`src/rtl/bdq_pkg.sv`:
```
// Shared constants, codes and types of the bounded deque with search.
package bdq_pkg;

  localparam int CAPACITY_DEF = 32;

  localparam int DATA_W    = 32;
  localparam int REQ_W     = 3;
  localparam int STATUS_W  = 3;
  localparam int ENTRY_W   = 6;
  localparam int IN_DATA_W = 32;
  localparam int OUT_DATA_W = 40;

  // Request codes
  localparam logic [REQ_W-1:0] REQ_PUSH_FRONT = 3'd0;
  localparam logic [REQ_W-1:0] REQ_PUSH_BACK  = 3'd1;
  localparam logic [REQ_W-1:0] REQ_POP_FRONT  = 3'd2;
  localparam logic [REQ_W-1:0] REQ_POP_BACK   = 3'd3;
  localparam logic [REQ_W-1:0] REQ_DELETE     = 3'd4;
  localparam logic [REQ_W-1:0] REQ_SEARCH     = 3'd5;

  // Status codes
  localparam logic [STATUS_W-1:0] ST_DONE      = 3'd0;
  localparam logic [STATUS_W-1:0] ST_EMPTY     = 3'd1;
  localparam logic [STATUS_W-1:0] ST_NOT_FOUND = 3'd2;
  localparam logic [STATUS_W-1:0] ST_FULL      = 3'd3;
  localparam logic [STATUS_W-1:0] ST_FOUND     = 3'd4;

  // Cell load selection
  localparam logic [1:0] SEL_HOLD = 2'd0;
  localparam logic [1:0] SEL_PREV = 2'd1;
  localparam logic [1:0] SEL_NEXT = 2'd2;
  localparam logic [1:0] SEL_KEY  = 2'd3;

  typedef struct packed {
    logic       live;
    logic [1:0] sel;
  } cell_ctl_t;

endpackage

```
`src/rtl/bdq_cell.sv`:
```
// One storage cell of the deque row: holds an entry, compares it, shifts it.
module bdq_cell (
  input  logic                        clk,
  input  bdq_pkg::cell_ctl_t          ctl,
  input  logic [bdq_pkg::DATA_W-1:0]  key_i,
  input  logic [bdq_pkg::DATA_W-1:0]  prev_i,
  input  logic [bdq_pkg::DATA_W-1:0]  next_i,
  output logic [bdq_pkg::DATA_W-1:0]  data_o,
  output logic                        match_o
);

  logic [bdq_pkg::DATA_W-1:0] data_r;
  logic [bdq_pkg::DATA_W-1:0] data_nxt;

  always_comb begin
    unique case (ctl.sel)
      bdq_pkg::SEL_HOLD: data_nxt = data_r;
      bdq_pkg::SEL_PREV: data_nxt = prev_i;
      bdq_pkg::SEL_NEXT: data_nxt = next_i;
      bdq_pkg::SEL_KEY:  data_nxt = key_i;
      default:           data_nxt = data_r;
    endcase
  end

  always_ff @(posedge clk) begin
    data_r <= data_nxt;
  end

  assign data_o  = data_r;
  assign match_o = ctl.live && (data_r == key_i);

endmodule

```
`src/rtl/bounded_deque_with_search_top.sv`:
```
// Top level of the bounded deque with search: request handling and the row of cells.
//
// Ordered store of up to CAPACITY signed 32-bit entries, kept front first in a row
// of cells. A request passes two steps: the item is registered, then all cells
// compare against the key at once and the row shifts by one place (or a single cell
// loads, or none moves) while the result goes to the output register; this waits
// only while the output register still holds an untaken result. The next request
// is taken in the cycle after that, so none is taken before the last is through.
// Entries are not cleared at reset, only the count, so the block is ready at once.
module bounded_deque_with_search_top #(
  parameter int CAPACITY = bdq_pkg::CAPACITY_DEF
) (
  input  logic                            clk,
  input  logic                            rst_n,
  // in_tdata: key_value[31:0]
  input  logic [bdq_pkg::IN_DATA_W-1:0]   in_tdata,
  // in_tuser: req_type[2:0]
  input  logic [bdq_pkg::REQ_W-1:0]       in_tuser,
  input  logic                            in_tvalid,
  output logic                            in_tready,
  // out_tdata: removed_value[31:0], entries_after[37:32], zero pad[39:38]
  output logic [bdq_pkg::OUT_DATA_W-1:0]  out_tdata,
  // out_tuser: status[2:0]
  output logic [bdq_pkg::STATUS_W-1:0]    out_tuser,
  output logic                            out_tvalid,
  input  logic                            out_tready
);

  localparam int CW = $clog2(CAPACITY + 1);
  localparam int IW = $clog2(CAPACITY);
  localparam int DW = bdq_pkg::DATA_W;

  localparam logic ST_IDLE = 1'b0;
  localparam logic ST_EXEC = 1'b1;

  logic                        state_r, state_nxt;
  logic [bdq_pkg::REQ_W-1:0]   req_r;
  logic [DW-1:0]               key_r;
  logic [CW-1:0]               count_r, count_nxt;

  logic                        out_valid_r;
  logic [DW-1:0]               out_removed_r, removed_nxt;
  logic [bdq_pkg::ENTRY_W-1:0] out_entries_r;
  logic [bdq_pkg::STATUS_W-1:0] out_status_r, status_nxt;

  logic                        advance;
  logic                        in_fire;

  logic [DW-1:0]               cell_data [CAPACITY];
  logic [CAPACITY-1:0]         match;
  logic [CAPACITY-1:0]         low_mask;
  logic [CAPACITY-1:0]         first_hit;
  logic [CAPACITY-1:0]         shift_mask;
  logic                        any_hit;
  logic                        is_full;
  logic                        is_empty;
  logic [IW-1:0]               back_idx;

  // Per-request row operation
  logic                        do_push_front;
  logic                        do_push_back;
  logic                        do_pop_front;
  logic                        do_delete;

  bdq_pkg::cell_ctl_t          cell_ctl [CAPACITY];

  assign in_tready = (state_r == ST_IDLE);
  assign in_fire   = in_tvalid && in_tready;
  assign advance   = (state_r == ST_EXEC) && (!out_valid_r || out_tready);

  assign is_full  = (count_r == CW'(CAPACITY));
  assign is_empty = (count_r == '0);
  assign back_idx = IW'(count_r - CW'(1));

  // Lowest match marks the entry to delete; it and all above close the gap.
  assign low_mask   = match ^ (match - {{(CAPACITY-1){1'b0}}, 1'b1});
  assign first_hit  = low_mask & match;
  assign shift_mask = ~low_mask | first_hit;
  assign any_hit    = |match;

  always_comb begin
    status_nxt    = bdq_pkg::ST_DONE;
    removed_nxt   = '0;
    count_nxt     = count_r;
    do_push_front = 1'b0;
    do_push_back  = 1'b0;
    do_pop_front  = 1'b0;
    do_delete     = 1'b0;
    unique case (req_r)
      bdq_pkg::REQ_PUSH_FRONT,
      bdq_pkg::REQ_PUSH_BACK: begin
        if (is_full) begin
          status_nxt = bdq_pkg::ST_FULL;
        end else begin
          count_nxt     = count_r + CW'(1);
          do_push_front = (req_r == bdq_pkg::REQ_PUSH_FRONT);
          do_push_back  = (req_r == bdq_pkg::REQ_PUSH_BACK);
        end
      end
      bdq_pkg::REQ_POP_FRONT,
      bdq_pkg::REQ_POP_BACK: begin
        if (is_empty) begin
          status_nxt = bdq_pkg::ST_EMPTY;
        end else begin
          count_nxt    = count_r - CW'(1);
          do_pop_front = (req_r == bdq_pkg::REQ_POP_FRONT);
          removed_nxt  = (req_r == bdq_pkg::REQ_POP_FRONT) ? cell_data[0]
                                                           : cell_data[back_idx];
        end
      end
      bdq_pkg::REQ_DELETE,
      bdq_pkg::REQ_SEARCH: begin
        if (is_empty) begin
          status_nxt = bdq_pkg::ST_EMPTY;
        end else if (!any_hit) begin
          status_nxt = bdq_pkg::ST_NOT_FOUND;
        end else if (req_r == bdq_pkg::REQ_SEARCH) begin
          status_nxt = bdq_pkg::ST_FOUND;
        end else begin
          removed_nxt = key_r;
          count_nxt   = count_r - CW'(1);
          do_delete   = 1'b1;
        end
      end
      default: begin
        status_nxt = bdq_pkg::ST_DONE;
      end
    endcase
  end

  genvar gi;
  generate
    for (gi = 0; gi < CAPACITY; gi++) begin : g_cell
      logic [DW-1:0] prev_w;
      logic [DW-1:0] next_w;

      if (gi == 0) begin : g_first
        assign prev_w = key_r;
      end else begin : g_mid_prev
        assign prev_w = cell_data[gi-1];
      end

      if (gi == CAPACITY - 1) begin : g_last
        assign next_w = key_r;
      end else begin : g_mid_next
        assign next_w = cell_data[gi+1];
      end

      always_comb begin
        cell_ctl[gi].live = (CW'(gi) < count_r);
        cell_ctl[gi].sel  = bdq_pkg::SEL_HOLD;
        if (advance) begin
          priority if (do_push_front) begin
            cell_ctl[gi].sel = bdq_pkg::SEL_PREV;
          end else if (do_push_back && (count_r == CW'(gi))) begin
            cell_ctl[gi].sel = bdq_pkg::SEL_KEY;
          end else if (do_pop_front || (do_delete && shift_mask[gi])) begin
            cell_ctl[gi].sel = bdq_pkg::SEL_NEXT;
          end else begin
            cell_ctl[gi].sel = bdq_pkg::SEL_HOLD;
          end
        end
      end

      bdq_cell u_cell (
        .clk     (clk),
        .ctl     (cell_ctl[gi]),
        .key_i   (key_r),
        .prev_i  (prev_w),
        .next_i  (next_w),
        .data_o  (cell_data[gi]),
        .match_o (match[gi])
      );
    end
  endgenerate

  always_comb begin
    state_nxt = state_r;
    unique case (state_r)
      ST_IDLE: if (in_fire) begin
        state_nxt = ST_EXEC;
      end
      ST_EXEC: if (advance) begin
        state_nxt = ST_IDLE;
      end
      default: state_nxt = ST_IDLE;
    endcase
  end

  always_ff @(posedge clk) begin
    if (!rst_n) begin
      state_r     <= ST_IDLE;
      count_r     <= '0;
      out_valid_r <= 1'b0;
    end else begin
      state_r <= state_nxt;
      if (advance) begin
        count_r     <= count_nxt;
        out_valid_r <= 1'b1;
      end else if (out_tready) begin
        out_valid_r <= 1'b0;
      end
    end
  end

  // Payload registers: request capture and result hold
  always_ff @(posedge clk) begin
    if (in_fire) begin
      req_r <= in_tuser;
      key_r <= in_tdata[DW-1:0];
    end
    if (advance) begin
      out_status_r  <= status_nxt;
      out_removed_r <= removed_nxt;
      out_entries_r <= bdq_pkg::ENTRY_W'(count_nxt);
    end
  end

  assign out_tvalid = out_valid_r;
  assign out_tuser  = out_status_r;
  assign out_tdata  = {{(bdq_pkg::OUT_DATA_W - DW - bdq_pkg::ENTRY_W){1'b0}},
                       out_entries_r, out_removed_r};

  a_count_bound : assert property (@(posedge clk) disable iff (!rst_n)
    count_r <= CW'(CAPACITY))
    else $error("entry count above capacity");

  a_count_step : assert property (@(posedge clk) disable iff (!rst_n)
    ($past(rst_n) && !$stable(count_r)) |->
      (count_r == $past(count_r) + CW'(1) || count_r == $past(count_r) - CW'(1)))
    else $error("entry count moved by more than one");

  a_result_from_exec : assert property (@(posedge clk) disable iff (!rst_n)
    ($past(rst_n) && $rose(out_valid_r)) |-> ($past(state_r) == ST_EXEC))
    else $error("result raised without a request in execution");

  a_accept_to_exec : assert property (@(posedge clk) disable iff (!rst_n)
    in_fire |=> (state_r == ST_EXEC))
    else $error("accepted item did not enter execution");

  a_count_only_on_advance : assert property (@(posedge clk) disable iff (!rst_n)
    ($past(rst_n) && !$past(advance)) |-> $stable(count_r))
    else $error("entry count changed without a request completing");

endmodule

```
`config.mk`:
```
export PLATFORM = sky130hd
export DESIGN_NAME = bounded_deque_with_search_top
export DESIGN_NICKNAME = d
export VERILOG_FILES = /design/src/rtl/bdq_pkg.sv /design/src/rtl/bdq_cell.sv /design/src/rtl/bounded_deque_with_search_top.sv
export SDC_FILE = /design/constraint.sdc
export NUM_CORES = 2
export LEC_CHECK = 0
export BUFFER_PORTS_ARGS = -buffer_cell sky130_fd_sc_hd__buf_2
export CAP_MARGIN = 10
export CORE_ASPECT_RATIO = 0.6
export CORE_MARGIN = 1.5
export CORE_UTILIZATION = 55
export CTS_CLUSTER_DIAMETER = 60
export DETAILED_ROUTE_END_ITERATION = 10
export GPL_TIMING_DRIVEN = 0
export MAX_ROUTING_LAYER = met4
export PLACE_DENSITY = 0.71
export SLEW_MARGIN = 30
export SYNTH_ARGS = -nofsm -noshare
export SYNTH_HDL_FRONTEND = slang
export SYNTH_HIERARCHICAL = 1
export SYNTH_SLANG_ARGS = --single-unit
```
`constraint.sdc`:
```
create_clock -name clk -period 11.2 [get_ports clk]
set_input_delay 0.56 -clock clk [delete_from_list [all_inputs] [get_ports clk]]
set_output_delay 0.56 -clock clk [all_outputs]
set_load 0.1 [all_outputs]
```
# Word level (Yosys, flattened, before mapping)
# Index checks and enable logic that the tools add are counted.
# W data, S select, Z words.
[classes]
add_sub_neg = 3
mul = 0
div = 0
order_cmp = 33
eq_ne = 165
n_shift = 0
mux = 196
n_bitwise = 6
n_reduce_logical = 173
[ops]
columns = ["op", "count"]
rows = [
  ["$pmux W32 S3", 30],
  ["$eq A32 B32 Y1", 32],
  ["$mux W2", 129],
  ["$mux W32", 7],
  ["$pmux W32 S2", 3],
  ["$bmux W32 S5", 1],
  ["$eq A2 B2 Y1 const B", 64],
  ["$logic_and A1 B1 Y1", 98],
  ["$eq A6 B5 Y1 const B", 16],
  ["$lt A5 B6 Y1 const A", 16],
  ["$eq A2 B1 Y1 const B", 32],
  ["$logic_not A2 Y1", 32],
  ["$eq A6 B4 Y1 const B", 8],
  ["$lt A4 B6 Y1 const A", 8],
  ["$logic_or A1 B1 Y1", 33],
  ["$and A32 B32 Y32", 1],
  ["$not A32 Y32", 1],
  ["$or A32 B32 Y32", 1],
  ["$reduce_or A32 Y1", 1],
  ["$sub A32 B1 Y32 const B", 1],
  ["$xor A32 B32 Y32", 1],
  ["$mux W6", 5],
  ["$eq A6 B3 Y1 const B", 4],
  ["$lt A3 B6 Y1 const A", 4],
  ["23 further kinds", 48],
]
[totals]
reg_bits = 1108
latchBits = 0
ram_bits = 0
mem_bits_ro = 0
word_cells = 616
n_memories = 0

# Longest topological paths before layout
[logic_depth]
ltp_word = 15
ltp_mapped = 23

# Cells and area by module
# The synthesis kept the hierarchy.
[by_module_without_submodules]
columns = ["mod", "instances", "cells_each", "area_per_inst_um2", "seq_area_each_um2"]
rows = [
  ["bdq_cell", 32, 184, 1978.1, 960.9],
  ["bounded_deque_with_search_top", 1, 1363, 13238.9, 2442.3],
]

# Worst setup path after synthesis
# OpenSTA, ideal clock, no wires.
[synth_timing]
kind = "register to register"
startpoint = "register key_r[21], in the netlist g_cell[0].prev_w[21]"
endpoint = "register g_cell[15].u_cell.data_r, in the netlist g_cell[15].u_cell/data_o[0], enable pin"
setup_ns = 0.330
arrival_time_ns = 4.695
required_ns = 10.870
path_slack_ns = 6.175
stages_incl_launch_ff = 13
n_path_buf = 2
cell_sequence = "edfxtp_1 > xor2_1 > nor4_1 > nand4_1 > nor3_2 > or4_1 > buf_2 > or3_4 > or4_1 > o31ai_1 > a31oi_1 > buf_2 > or2_2"
[synth_rtl]
columns = ["element", "line", "text"]
rows = [
  ["start: declaration", "bounded_deque_with_search_top.sv:38", "logic [DW-1:0] key_r;"],
  ["start signal: assignment", "bounded_deque_with_search_top.sv:210", "key_r <= in_tdata[DW-1:0];"],
  ["end signal: assignment", "bdq_cell.sv:26", "data_r <= data_nxt;"],
  ["end: declaration", "bdq_cell.sv:12", "logic [bdq_pkg::DATA_W-1:0] data_r;"],
]

==> qor.csv <==
metric,value,unit
status,"finished, final reports clean",
final worst path period share,0.759,
Post-synth EDFFs,1100,
Setup TNS,0,ns
Synth async-reset ratio,0,
P_leak,28.0,nW
first-pass GRT wire length,498,mm
CTS tree,done,
port bufs,80,
Mean Syn Cell Area,10.6,sq um
Mapped Cells,7251,
Setup CP Type,register to register,
fill cell count,11200,
synthesis-to-finish area growth,12.5,%
Yosys cell types,59,
clk root buf,clkbuf_16,
endpoint type of the worst setup path,register,
initial antenna violation count,32,
sequential area share after synthesis,0.434,
Max IR drop VDD,0.124,mV
minimum clock period,8.50,ns
vias in the first global route,63000,
endpoints failing setup,0,
crit path launch type,register,
worst slew pin tran,1.19,ns
Hold WC Path Type,input port to register,
"count leader, synth",nor2_1,
final HPWL from detailed placement,286,mm
Die ar.,141000,sq um
drt drc,0,
placer congestion estimate,1.14,
sw power,2.98,mW
Clk pwr share,0.391,
Core ar.,137000,sq um
first drt pass iteration count,9,
die height,292,um
Switching Share,0.295,
"top cells by area, synth","edfxtp_1, mux2i_1, xor2_1, mux4_2, a21oi_1",
Synthesis Warnings,6,
Yosys reg bits,1108,
fin area,86100,sq um
crit-path max FO,32,
power per cell area,117,nW/um^2
fmax,118,MHz
GRT overflow,0,
total track usage,0.515,
TritonCTS Sinks,1108,
vias per cell,7.22,
IO Pins,84,
"top cells by count, synth","nor2_1, edfxtp_1, a21oi_1",
Main synth FF type,edfxtp_1,
nets@finish,7730,
RSZ-0062 raised after global routing,no,
Die X,485,um
Comb pwr share,0.150,
routed via count,69600,
synthesized area,76500,sq um
largest net degree at the start of global routing,41,
MaxCap Viol Count,0,
Yosys top cell area share,0.432,
Max-slew headroom,0.209,
Reg2Reg Setup Slack,2.70,ns
Required @ worst endpoint,11.58,ns
Reg power frac,0.458,
Int Power,7.13,mW
final hold vios,0,
skew final,0.0494,ns
Starting Density,0.557,
Post-DRT Antenna Nets,0,
CTS H-tree depth,3,
area of the multi-input gates,41100,sq um
Worst Path Arrival,8.88,ns
FF/Latch Area,33200,sq um
WL final,363,mm
placed cell areas,81800,sq um
Final Max Tran Viols,0,
Longest Clk Path Bufs,3,
share of cells above drive strength 1,0.130,
clock-pin slew on the worst setup and hold paths,0.06,ns
wire per inst,37.7,um
"area leader, netlist",edfxtp_1,
Std-Cell Rows,105,
1st-iter DRT viols,13600,
TritonCTS Buffers,113,
insertion delay to the later sink of the worst-skew pair,0.80,ns
## path summary, 6_finish.rpt
check | from | endpoint | cells after the start
setup / recovery | count_r[2] | g_cell[12].u_cell/data_o[1] | 16
hold / removal | in_tvalid | state_r | 3
setup reg to reg | count_r[2] | g_cell[12].u_cell/data_o[1] | 16
hold reg to reg | out_tvalid | out_tvalid | 2
## power groups by stage
stage	logic [mW]	clock network (mW)	registers, mW
3_5_place_dp	1.41	0	4.72
3_3_place_gp	1.05	0	4.95
5_1_grt	1.52	4.07	4.63
2_1_floorplan	0.608	0	4.85
6_report	1.52	3.95	4.63
4_1_cts	1.42	3.93	4.63
## final cells by class
type	count	area share
clock inverters	73	0.00814
repair buffers	315	0.0380
inverters	16	0.000727
plain buffers	508	0.0283
multi-input cells	5620	0.477
flip-flops and latches	1108	0.386
diodes	47	0.00137
well taps	1819	0.0264
clock buffers	135	0.0343
## metal layers
metal,track usage,vias to the layer above,share of wire
met5,-,-,0
met4,0.113,0,0.026
met3,0.309,607,0.21
met2,0.621,6888,0.37
met1,0.716,34400,0.39
li1,-,27700,-
## flip-flops by register name, indices dropped and copies added (netlist names)
name / flops
out_removed_r: 32
out_tuser: 3
out_tvalid: 1
state_r: 1
req_r: 3
g_cell.prev_w: 32
g_cell.u_cell/data_o: 1024
out_entries_r: 6
count_r: 6
## logic make-up after synthesis
family                     count (synthesis)  synth area share
buffers and inverters                    524            0.0324
adders and majority gates                  9           0.00147
muxes                                   1280             0.209
and+or+nand+nor                         1958             0.114
AOI/OAI and AO/OA                       1346            0.0922
DFF                                     1108             0.434
xor gates and xnor gates                1025             0.117
other                                      1         0.0000490
## stage by stage
stage          total power, mW  instances   util  hold slack (ns)  setup slack (ns)
6_report                  10.1       9641  0.626           0.0487              2.70
5_1_grt                   10.2       9641  0.626            0.116              2.81
4_1_cts                   9.97       9594  0.625           0.0154              3.39
3_5_place_dp              6.12       9351  0.596            0.525              3.45
3_3_place_gp              6.00       9151  0.576            0.484              1.98
2_1_floorplan             5.46       7252      -            0.518              6.18
## what timing repair did
item | in CTS | in global routing
endpoints found under the hold margin | 35 | 0
buffers inserted | 0 | 0
setup endpoints to repair | 0 | 0
hold buffers | 35 | 0
gates resized for setup | 0 | 0
## cell usage in the layout, fill, tap and decap left out, drive strengths merged, types with 4 or more instances in the layout
master | netlist | final
diode | 0 | 47
nor4 | 230 | 230
o31ai | 9 | 9
inv | 16 | 18
clkinv | 0 | 56
o21ai | 100 | 100
or3 | 8 | 8
and3 | 4 | 4
or4 | 6 | 6
dfxtp | 8 | 8
clkbuf | 238 | 374
and2 | 7 | 7
mux2i | 1024 | 1024
or2 | 34 | 34
nand3 | 147 | 147
a21boi | 4 | 4
nand4 | 33 | 33
ha | 9 | 9
xnor2 | 33 | 33
clkinvlp | 0 | 5
nor2 | 1276 | 1276
a31oi | 35 | 35
buf | 270 | 549
nand2b | 5 | 5
a22oi | 34 | 34
nor3 | 73 | 73
mux4 | 256 | 256
xor2 | 992 | 992
bufinv | 0 | 10
nand2 | 123 | 123
dlygate4sd3 | 0 | 35
o22ai | 68 | 68
a21oi | 1078 | 1078
edfxtp | 1100 | 1100
## critical path: stages (launching register included)
cell      delay [ns]
dfxtp_1         0.51
clkbuf_1        0.45
clkbuf_1        0.83
clkbuf_1        0.87
nand2_1         0.37
o21ai_0         0.84
nand3_1         0.26
nor3_2          0.63
nor3_1          0.31
nand4_4         0.23
and2_1          0.14
buf_2           0.36
buf_2           0.49
o31ai_1         0.16
a31oi_1         0.46
buf_2           0.36
or2_2           0.76
Power figures use the tool's default switching activity.
